==> src/hdl/ntg_pkg.sv <==
package ntg_pkg;

	// Default tick rate of the time base, in ticks per second.
	localparam int unsigned TIME_BASE_DEF = 100000;

	// Field and state widths.
	localparam int unsigned IDX_W   = 4;
	localparam int unsigned LEN_W   = 2;
	localparam int unsigned MODE_W  = 2;
	localparam int unsigned FREQ_W  = 11;
	localparam int unsigned MULT_W  = 3;
	localparam int unsigned CYC_W   = 14;
	localparam int unsigned HALF_W  = 8;
	localparam int unsigned PHASE_W = 8;
	localparam int unsigned PADDR_W = 3;
	localparam int unsigned PDATA_W = 32;
	localparam int unsigned NOTES   = 12;

	// Command codes carried on the input side.
	localparam logic CMD_START = 1'b0;
	localparam logic CMD_TICK  = 1'b1;

	// Register indexes.
	localparam logic REG_TEMPO = 1'b0;
	localparam logic REG_PITCH = 1'b1;

	// Tempo and pitch codes.
	localparam logic [MODE_W-1:0] TEMPO_X1   = 2'd0;
	localparam logic [MODE_W-1:0] TEMPO_X2   = 2'd1;
	localparam logic [MODE_W-1:0] TEMPO_HALF = 2'd2;
	localparam logic [MODE_W-1:0] PITCH_SAME = 2'd0;
	localparam logic [MODE_W-1:0] PITCH_UP   = 2'd1;
	localparam logic [MODE_W-1:0] PITCH_DOWN = 2'd2;

	// Sequencer states, one-hot.
	typedef enum logic [1:0] {
		ST_IDLE = 2'b01,
		ST_DIV  = 2'b10
	} ntg_state_t;

	// Base frequency in Hz of each semitone, A at 440 Hz upwards.
	function automatic logic [FREQ_W-1:0] base_hz(input logic [IDX_W-1:0] idx);
		logic [FREQ_W-1:0] f;
		unique case (idx)
			4'd0:    f = 11'd440;
			4'd1:    f = 11'd466;
			4'd2:    f = 11'd493;
			4'd3:    f = 11'd523;
			4'd4:    f = 11'd554;
			4'd5:    f = 11'd587;
			4'd6:    f = 11'd622;
			4'd7:    f = 11'd659;
			4'd8:    f = 11'd698;
			4'd9:    f = 11'd739;
			4'd10:   f = 11'd783;
			default: f = 11'd830;
		endcase
		return f;
	endfunction

endpackage

==> src/hdl/note_tone_generator_unit.sv <==
// Channel   Direction  Handshake           Contents
// s_*       in         s_tvalid/s_tready   tuser cmd, tdata note_index and note_length
// m_*       out        m_tvalid/m_tready   tdata pin_level and busy_res, tlast note_done
// APB       in/out     psel/penable        tempo_mode at 0x0, pitch_mode at 0x4
//
// A tick transaction is handled in the cycle it is accepted and its result is
// registered for the output side; the next item may follow as that result is taken.
// A start transaction keeps the input side stalled after it is accepted, while the
// bit-serial divider forms the half period from TIME_BASE, whose bit width is TBW
// (17 bits at the default).
// Reset clears the wave state, both registers and the output slot.
// The input side stalls while the divider runs and while a result waits unclaimed.
module note_tone_generator_unit #(
	parameter int unsigned TIME_BASE = ntg_pkg::TIME_BASE_DEF
) (
	input  logic                          clk,
	input  logic                          arst_n,
	input  logic                          s_tvalid,
	output logic                          s_tready,
	input  logic [7:0]                    s_tdata,   // [3:0] note_index, [5:4] note_length
	input  logic                          s_tuser,   // [0] cmd
	output logic                          m_tvalid,
	input  logic                          m_tready,
	output logic [7:0]                    m_tdata,   // [0] pin_level, [1] busy_res
	output logic                          m_tlast,   // note_done
	input  logic                          psel,
	input  logic                          penable,
	input  logic                          pwrite,
	input  logic [ntg_pkg::PADDR_W-1:0]   paddr,
	input  logic [ntg_pkg::PDATA_W-1:0]   pwdata,
	output logic [ntg_pkg::PDATA_W-1:0]   prdata,
	output logic                          pready
);
	import ntg_pkg::*;

	// Width of the dividend and of the quotient built in its place.
	localparam int unsigned TBW   = $clog2(TIME_BASE + 1);
	localparam int unsigned CNT_W = $clog2(TBW);

	// Configuration registers, sampled by each start transaction.
	logic [MODE_W-1:0] tempo_q, pitch_q;

	// Note state.
	logic               wave_q, playing_q;
	logic [HALF_W-1:0]  half_q;
	logic [PHASE_W-1:0] phase_q;
	logic [CYC_W-1:0]   cycles_q;

	// Divider: the remainder and a shift register that feeds dividend bits out at
	// the top while quotient bits enter at the bottom.
	ntg_state_t         state_q;
	logic [FREQ_W-1:0]  freq_q;
	logic [FREQ_W-1:0]  rem_q;
	logic [TBW-1:0]     dvd_q;
	logic [CNT_W-1:0]   cnt_q;

	// Output slot.
	logic out_valid_q, out_pin_q, out_busy_q, out_done_q;

	logic                wr_en;
	logic                in_acc;
	logic [IDX_W-1:0]    idx_in;
	logic [LEN_W-1:0]    len_in;
	logic [FREQ_W-1:0]   base_f, note_f;
	logic [MULT_W-1:0]   mult;
	logic [CYC_W-1:0]    prod, cyc_new;
	logic [FREQ_W:0]     trial, trial_sub;
	logic                q_bit;
	logic [TBW-1:0]      quot;
	logic [TBW-2:0]      half_full;
	logic [HALF_W-1:0]   half_new;
	logic [PHASE_W-1:0]  phase_inc;
	logic [CYC_W-1:0]    cyc_dec;
	logic                tick_wave, tick_play, tick_done;
	logic [PHASE_W-1:0]  tick_phase;
	logic [CYC_W-1:0]    tick_cyc;

	// APB: always ready; registers decode on the word address only.
	assign pready = 1'b1;
	assign wr_en  = psel & penable & pwrite;
	assign prdata = (paddr[2] == REG_PITCH) ? PDATA_W'(pitch_q) : PDATA_W'(tempo_q);

	always_ff @(posedge clk or negedge arst_n) begin
		if (!arst_n) begin
			tempo_q <= TEMPO_X1;
			pitch_q <= PITCH_SAME;
		end else if (wr_en) begin
			if (paddr[2] == REG_PITCH) begin
				pitch_q <= pwdata[MODE_W-1:0];
			end else begin
				tempo_q <= pwdata[MODE_W-1:0];
			end
		end
	end

	// An item enters only when the divider is idle and the output slot can take
	// its result in the same edge.
	assign s_tready = (state_q == ST_IDLE) & (~out_valid_q | m_tready);
	assign in_acc   = s_tvalid & s_tready;
	assign idx_in   = s_tdata[IDX_W-1:0];
	assign len_in   = s_tdata[IDX_W+LEN_W-1:IDX_W];

	// Start: note frequency after the octave shift, and the cycle count. The
	// duration multiplier counts in halves for the halving tempo, so the product
	// is halved afterwards; unused codes behave as the plain setting.
	always_comb begin
		base_f = base_hz((idx_in > IDX_W'(NOTES - 1)) ? IDX_W'(NOTES - 1) : idx_in);
		unique case (pitch_q)
			PITCH_UP:   note_f = {base_f[FREQ_W-2:0], 1'b0};
			PITCH_DOWN: note_f = {1'b0, base_f[FREQ_W-1:1]};
			default:    note_f = base_f;
		endcase
		unique case (tempo_q)
			TEMPO_X2:   mult = {len_in, 1'b1};
			TEMPO_HALF: mult = MULT_W'(len_in) + MULT_W'(2);
			default:    mult = MULT_W'(len_in) + MULT_W'(1);
		endcase
		prod    = CYC_W'(note_f) * CYC_W'(mult);
		cyc_new = (tempo_q == TEMPO_HALF) ? {1'b0, prod[CYC_W-1:1]} : prod;
	end

	// One restoring-division step per cycle.
	always_comb begin
		trial     = {rem_q, dvd_q[TBW-1]};
		trial_sub = trial - {1'b0, freq_q};
		q_bit     = (trial >= {1'b0, freq_q});
		quot      = {dvd_q[TBW-2:0], q_bit};
		half_full = quot[TBW-1:1];
		// A zero half period is raised to one before the field is cut to width.
		half_new  = (half_full == '0) ? HALF_W'(1) : half_full[HALF_W-1:0];
	end

	// Tick, while a note plays: advance the phase, flip the level at the end of each
	// half period and count a cycle off after each low half; the last one ends the note.
	always_comb begin
		phase_inc  = phase_q + PHASE_W'(1);
		cyc_dec    = cycles_q - CYC_W'(1);
		tick_wave  = wave_q;
		tick_play  = playing_q;
		tick_done  = 1'b0;
		tick_phase = phase_q;
		tick_cyc   = cycles_q;
		if (playing_q) begin
			tick_phase = phase_inc;
			if (phase_inc >= half_q) begin
				tick_phase = '0;
				if (wave_q) begin
					tick_wave = 1'b0;
				end else begin
					tick_cyc = cyc_dec;
					if (cyc_dec == '0) begin
						tick_play = 1'b0;
						tick_done = 1'b1;
					end else begin
						tick_wave = 1'b1;
					end
				end
			end
		end
	end

	always_ff @(posedge clk or negedge arst_n) begin
		if (!arst_n) begin
			state_q   <= ST_IDLE;
			wave_q    <= 1'b0;
			playing_q <= 1'b0;
			half_q    <= '0;
			phase_q   <= '0;
			cycles_q  <= '0;
			cnt_q     <= '0;
		end else begin
			unique case (state_q)
				ST_IDLE: begin
					if (in_acc) begin
						if (s_tuser == CMD_START) begin
							state_q   <= ST_DIV;
							cnt_q     <= '0;
							wave_q    <= 1'b1;
							playing_q <= 1'b1;
							phase_q   <= '0;
							cycles_q  <= cyc_new;
						end else begin
							wave_q    <= tick_wave;
							playing_q <= tick_play;
							phase_q   <= tick_phase;
							cycles_q  <= tick_cyc;
						end
					end
				end
				ST_DIV: begin
					cnt_q <= cnt_q + CNT_W'(1);
					if (cnt_q == CNT_W'(TBW - 1)) begin
						half_q  <= half_new;
						state_q <= ST_IDLE;
					end
				end
				default: state_q <= ST_IDLE;
			endcase
		end
	end

	// Divider datapath needs no reset: it is loaded by every start.
	always_ff @(posedge clk) begin
		if (in_acc && s_tuser == CMD_START) begin
			freq_q <= note_f;
			rem_q  <= '0;
			dvd_q  <= TBW'(TIME_BASE);
		end else if (state_q == ST_DIV) begin
			rem_q <= q_bit ? trial_sub[FREQ_W-1:0] : trial[FREQ_W-1:0];
			dvd_q <= quot;
		end
	end

	// Output slot: a start always shows a high level, busy and not done.
	always_ff @(posedge clk or negedge arst_n) begin
		if (!arst_n) begin
			out_valid_q <= 1'b0;
			out_pin_q   <= 1'b0;
			out_busy_q  <= 1'b0;
			out_done_q  <= 1'b0;
		end else if (in_acc) begin
			out_valid_q <= 1'b1;
			if (s_tuser == CMD_START) begin
				out_pin_q  <= 1'b1;
				out_busy_q <= 1'b1;
				out_done_q <= 1'b0;
			end else begin
				out_pin_q  <= tick_wave;
				out_busy_q <= tick_play;
				out_done_q <= tick_done;
			end
		end else if (m_tready) begin
			out_valid_q <= 1'b0;
		end
	end

	assign m_tvalid = out_valid_q;
	assign m_tdata  = {6'd0, out_busy_q, out_pin_q};
	assign m_tlast  = out_done_q;

endmodule

==> config.mk <==
export PLATFORM = sky130hd
export DESIGN_NAME = note_tone_generator_unit
export DESIGN_NICKNAME = d
export VERILOG_FILES = /design/src/hdl/ntg_pkg.sv /design/src/hdl/note_tone_generator_unit.sv
export SDC_FILE = /design/constraint.sdc
export NUM_CORES = 1
export LEC_CHECK = 0
export BUFFER_PORTS_ARGS = -buffer_cell sky130_fd_sc_hd__buf_2
export CORE_UTILIZATION = 35
export CTS_BUF_LIST = sky130_fd_sc_hd__clkbuf_4 sky130_fd_sc_hd__clkbuf_8
export DETAILED_ROUTE_END_ITERATION = 7
export SKIP_CTS_REPAIR_TIMING = 1
export SYNTH_ARGS = -nofsm -noshare
export SYNTH_HDL_FRONTEND = slang
export SYNTH_SLANG_ARGS = --single-unit
==> constraint.sdc <==
create_clock -name clk -period 4.7 [get_ports clk]
set_input_delay 0.94 -clock clk [delete_from_list [all_inputs] [get_ports clk]]
set_output_delay 0.94 -clock clk [all_outputs]
set_load 0.01 [all_outputs]
### Word-level counts from Yosys, hierarchy flattened

Memory sizes are Yosys's and may differ from the RTL's.
Cells that the tools add are included.

* multipliers: 1
* bitwise gates (word level): 8
* add/subtract/negate cells: 6
* reduce and logical (&&, ||, !) cells: 13
* equality and inequality tests: 13
* order comparisons: 3
* multiplexer cells: 37

Operators with widths (number)
* $mux W14: 5
* $mux W8: 4
* $pmux W11 S2: 1
* $logic_not A16 Y1: 1
* $mux W1: 16
* $logic_not A14 Y1: 1
* $mul A11 B3 Y14: 1
* $sub A14 B1 Y14 const B: 1
* $ge A12 B11 Y1: 1
* $mux W11: 1
* $sub A11 B11 Y11: 1
* $mux W5: 2
* $pmux W5 S2: 1
* $reduce_and A3 Y1: 3
* $add A8 B1 Y8 const B: 1
* $ge A8 B8 Y1: 1
* $mux W2: 4
* $ne A2 B2 Y1 const B: 4
* $reduce_and A2 Y1: 4
* $eq A2 B1 Y1 const B: 3
* $eq A2 B2 Y1 const B: 3
* $pmux W3 S2: 1
* $add A5 B1 Y5 const B: 1
* $eq A5 B5 Y1 const B: 1
* 12 further kinds: 19

* register bits: 86
* word-level logic and storage cells: 98
* memories kept: 1
* input bits: 51
* bits in read-only memories: 160
* output and inout bits: 44

Memories
* (no name shown): depth 16, width 10, read ports 1, clocked after memory_dff 0, write ports 0, line ntg_pkg.sv:44 `unique case (idx)`

### Depth between registers and ports, before layout

* word-level depth: 7
* mapped depth: 21
* depth with buffers taken out: 18

### Worst setup path after synthesis

No wires, ideal clock.

* kind: input port to flip-flop
* start point: input s_tdata[3]
* end point: register cycles_q[10]
* arrival time: 5.009 ns
* data required time: 4.567 ns
* path slack: -0.442 ns
* cell stages on the path: 19
* cell sequence: clkbuf_1 > clkbuf_1 > a21oi_1 > inv_1 > ha_1 > nor2b_1 > o31ai_1 > a22oi_1 > o21ai_0 > nand2_1 > fa_1 > inv_1 > fa_1 > a211o_1 > a2111oi_0 > o31a_1 > xnor2_1 > o311ai_1 > o22ai_1

* word-level cells in the longest chain between the ends: 7

Ends and longest elaborated chain
* from (decl): line note_tone_generator_unit.sv:20 `input logic [7:0] s_tdata,`
* $gt A4 B4 Y1: line note_tone_generator_unit.sv:107 `base_f = base_hz((idx_in > IDX_W'(NOTES - 1)) ? IDX_W'(NOTES - 1) : idx_in);`
* $mux W4 (*): line note_tone_generator_unit.sv:107
* $mem_v2 Z16 W10 (*)
* $pmux W11 S2 (*): line note_tone_generator_unit.sv:108 `unique case (pitch_q)`
* named net note_f[3]: line note_tone_generator_unit.sv:64 `logic [FREQ_W-1:0] base_f, note_f;`
* $mul A11 B3 Y14 (*): line note_tone_generator_unit.sv:118 `prod = CYC_W'(note_f) * CYC_W'(mult);`
* $mux W14 (*): line note_tone_generator_unit.sv:119 `cyc_new = (tempo_q == TEMPO_HALF) ? {1'b0, prod[CYC_W-1:1]} : prod;`
* $mux W14 (*): line note_tone_generator_unit.sv:175 `if (s_tuser == CMD_START) begin`
* to (signal assigned): line note_tone_generator_unit.sv:181 `cycles_q <= cyc_new;`
* to (signal assigned): line note_tone_generator_unit.sv:186 `cycles_q <= tick_cyc;`
* to (decl): line note_tone_generator_unit.sv:47 `logic [CYC_W-1:0] cycles_q;`

The timed path passes the listed nets; every way through them passes the cells marked *.
A chain may end at the register's enable or synchronous reset.

### Final worst setup path

* start point: input s_tdata[2]
* end point: register cycles_q[9]

The elaborated chain is that of the path after synthesis.

==> summary.md <==
| Metric | Value |
|---|---|
| Synth Flop Type | dfrtp_1 |
| Die Wd | between 100 and 150 um |
| NetSw | 1572 uW |
| Via count | between 5k and 6k |
| Fin crit share | ~94% |
| Die Ht | about 140 um |
| Hold Path Sink | dvd_q[14] |
| Leak | ~0.0035 uW |
| # rows | 50 |
| Drt total wl | between 15000 and 20000 um |
| Cells after Synth | approximately 810 |
| RSZ-0062 raised after global routing | no |
| Max Freq | around 230 MHz |
| Share of post-route cells with drive strength above 1 | between 10% and 20% |
| Fin crit period | ~4.4 ns |
| Peak per-stage delay on the critical path | 0.50 ns |
| CP startpoint kind | input pin |
| Post-route design area | 0.007631 mm2 |
| H-tree levels | 3 |
| Pwr dens | ~460 mW/mm2 |
| Port Buffers | 23 |
| Crit-path max FO | 4 |
| CP max stage cell | fa_1 |
| Remaining DRCs | 0 |
| Fraction of registers with async set or reset after synthesis | 54.65% |
| Worst R2R Start | pitch_q[0] |
| Bufs and invs on worst path | 3 |
| Element type at the critical path end | flip-flop |
| Most Frequent Cell on Critical Path | inv_1 |
| Dpl hpwl | between 10000 and 15000 um |
| WP data arrival | 4.70 ns |
| Most frequent cells in the layout | nand2_1 (120), inv_1 (65), buf_4 (64), dfrtp_1 (46), ha_1 (44) |
| Final Worst Setup Slack | around 0.29 ns |
| Normalized max-slew margin | 25.67% |
| R2R depth | 13 |
| 1st-iter DRT viols | around 250 |
| Initial Util | a little over a third |
| P_int | 1973 uW |
| Total Nets Final | a little under 1k |
| GPL Wtd Cong | 0.7880 |
| Clock share of power | around 15% |
| CP cell instances | buf_2 > a21oi_2 > inv_1 > ha_1 > mux2i_1 > a22oi_1 > o21ai_1 > nand2_1 > fa_1 > inv_1 > ha_2 > fa_2 > a211o_1 > a2111oi_2 > o31a_1 > xnor2_1 > o22ai_1 > a211oi_1 |
| Most common cell after layout, fill and taps aside | nand2_1 |
| CTS tree | built |
| Count of final hold-check violations | 0 |
| HP Class | reg2reg |
| Post-synth cell types | between 80 and 90 |
| IO Count | 95 |
| Register area share after synthesis | 30.41% |
| Vias in the first global route | 5426 |
| Logic pwr share | between 50% and 60% |
| CORE AREA | ~0.019 mm2 |
| Warnings, synthesis | 0 |
| Mapped Avg Cell Area | about 8.4 um2 |
| Status | finished, final reports clean |
| Global-route wire length before repair | ~26000 um |
| WP data required | between 4 and 5 ns |
| Critical setup path kind | in2reg |
| Yosys reg bits | between 80 and 90 |
| GRT Resource Usage Total | between 15 and 20% |
| Final Skew | ~0.0099 ns |
| Maxcap violations | 0 |
| Drt via density | approximately 5 |
| Clk_lat worst skew | 0.37 ns |
| Worst VDD drop | 0.2207 mV |
| Die area | ~0.020 mm2 |
| Wire per inst | ~13 um |
| FF-to-FF End | cycles_q[11] |
| Dpl ws | -0.1484 ns |
| CTS Sinks | 86 |
| Number of max-slew violations in the final report | 0 |
| Detailed Routing Iterations Pass 1 | 5 |
| Top Family by Delay on Critical Path | compound AO/OA/AOI/OAI gates |
| ANT nets after route | 0 |
| Pin count of the biggest net entering global routing | 37 |
| Sequential power share | 30.6% |
| Synth Cell Area | 0.006802 mm2 |
| Number of antenna violations at the first check in global routing | 0 |
| Inserted Clock Buffers | 9 |
| Hold depth | 2 |
| Beginning of the worst hold path | dvd_q[13] |
| Worst Max-Slew Pin Slew | around 1.1 ns |
| Placed Area | between 0.007 and 0.008 mm2 |
| N_diodes | 0 |
| Synth-to-layout area growth | 12.20% |
| Reg2reg setup slack | 0.59 ns |
| Grt total ovfl | 0 |
| Post-synth EDFFs | 11 |
| CTS max path bufs | 2 |
| Number of setup violations in the final report | 0 |
| Clock-pin transition on the worst setup and hold timing paths | around 0.10 ns |
| Switching Share | 44.34% |
| Root Buffer | clkbuf_8 |
==> kinds of logic after synthesis <==
group,synth area share [%]
mux,3.238
flops,30.41
xor+xnor,3.090
fa+ha+maj,11.70
simple gates,20.27
buf+inv,10.61
compound gates,20.57
other cells,0.1104
==> stage by stage <==
stage          power, uW  utilization, %  instances  hold WS, ns  TNS (ns)
2_1_floorplan       2450               -        849       0.4450         0
3_3_place_gp        2973           39.19       1116       0.4598   -0.6789
3_5_place_dp        2998           39.19       1116       0.4641   -0.6754
4_1_cts             3551           40.23       1132       0.4789         0
5_1_grt             3879           40.39       1132       0.5053         0
6_report            3545           40.39       1132       0.4783         0
==> routing by layer <==
layer | share of wire, % | global-route usage (%)
met5 | 0 | 0
met4 | 0.60 | 3.679
met3 | 3.6 | 2.059
met2 | 47 | 27.15
met1 | 48 | 21.07
==> Yosys cell counts, drive strengths merged (5+ instances only) <==
| cell type | instances | share of area (%) |
|---|---|---|
| a31oi | 7 | 0.64 |
| nor3 | 14 | 1.1 |
| or3 | 7 | 0.64 |
| inv | 65 | 3.6 |
| a22oi | 8 | 0.88 |
| buf | 54 | 5.5 |
| o21a | 7 | 0.77 |
| nand2 | 120 | 6.6 |
| nor4 | 19 | 2.4 |
| clkbuf | 26 | 1.4 |
| nor2b | 8 | 0.74 |
| o31ai | 9 | 1.2 |
| o21ai | 49 | 3.6 |
| xor2 | 13 | 1.7 |
| mux2i | 13 | 1.9 |
| dfxtp | 28 | 8.2 |
| dfrtp | 46 | 17 |
| a21o | 7 | 0.77 |
| nand2b | 16 | 1.7 |
| nand3 | 19 | 1.5 |
| ha | 46 | 8.5 |
| o22ai | 5 | 0.46 |
| edfxtp | 11 | 4.9 |
| fa | 11 | 3.2 |
| a21oi | 47 | 3.5 |
| a32o | 6 | 0.88 |
| mux2 | 8 | 1.3 |
| nand4 | 9 | 1.0 |
| nor2 | 40 | 2.2 |
| or4 | 6 | 0.72 |
| a211oi | 12 | 1.3 |
| and2 | 6 | 0.55 |
| a22o | 6 | 0.77 |
| o21bai | 5 | 0.55 |
| o211ai | 6 | 0.74 |
| xnor2 | 11 | 1.4 |
==> flip-flops by register name, indices dropped and copies added, names as in the netlist <==
signal,count
cnt_q,5
cycles_q,14
dvd_q,17
freq_q,11
half_q,8
m_tlast,1
m_tvalid,1
out_busy_q,1
out_pin_q,1
phase_q,8
pitch_q,2
playing_q,1
rem_q,11
state_q,2
tempo_q,2
wave_q,1
==> cell type report <==
cell class,instances,area (um2)
Sequential cell,86,2068
Multi-Input combinational cell,617,4198
Fill cell,1977,11260
Clock buffer,9,123.9
Tap cell,260,325.3
Timing Repair Buffer,87,595.6
Inverter,66,247.7
Clock inverter,7,72.57
==> worst max path at each step <==
stage	startpoint	slack, ns	end	cells after the start
after global routing	s_tdata[2]	0.002	cycles_q[7]	19
after global placement	s_tdata[2]	-0.15	cycles_q[9]	21
final	s_tdata[2]	0.29	cycles_q[9]	18
after detailed placement	s_tdata[2]	-0.15	cycles_q[11]	18
after CTS	s_tdata[2]	0.23	cycles_q[9]	21
after floorplan	s_tdata[3]	0.006	cycles_q[10]	20
==> power groups by stage <==
stage	Combinational, uW	Clock (uW)	Sequential, uW
floorplan	1440	0	1010
global route	2180	585	1110
finish	1930	533	1080
CTS	1920	552	1080
detailed placement	1900	0	1100
global placement	1880	0	1090
==> tightest hold or removal path, cell delays in order, from the launching register on <==
cell	delay, ns
dfxtp_1	0.34
nand2_1	0.06
a21oi_1	0.05
Power figures use the tool's default switching activity.
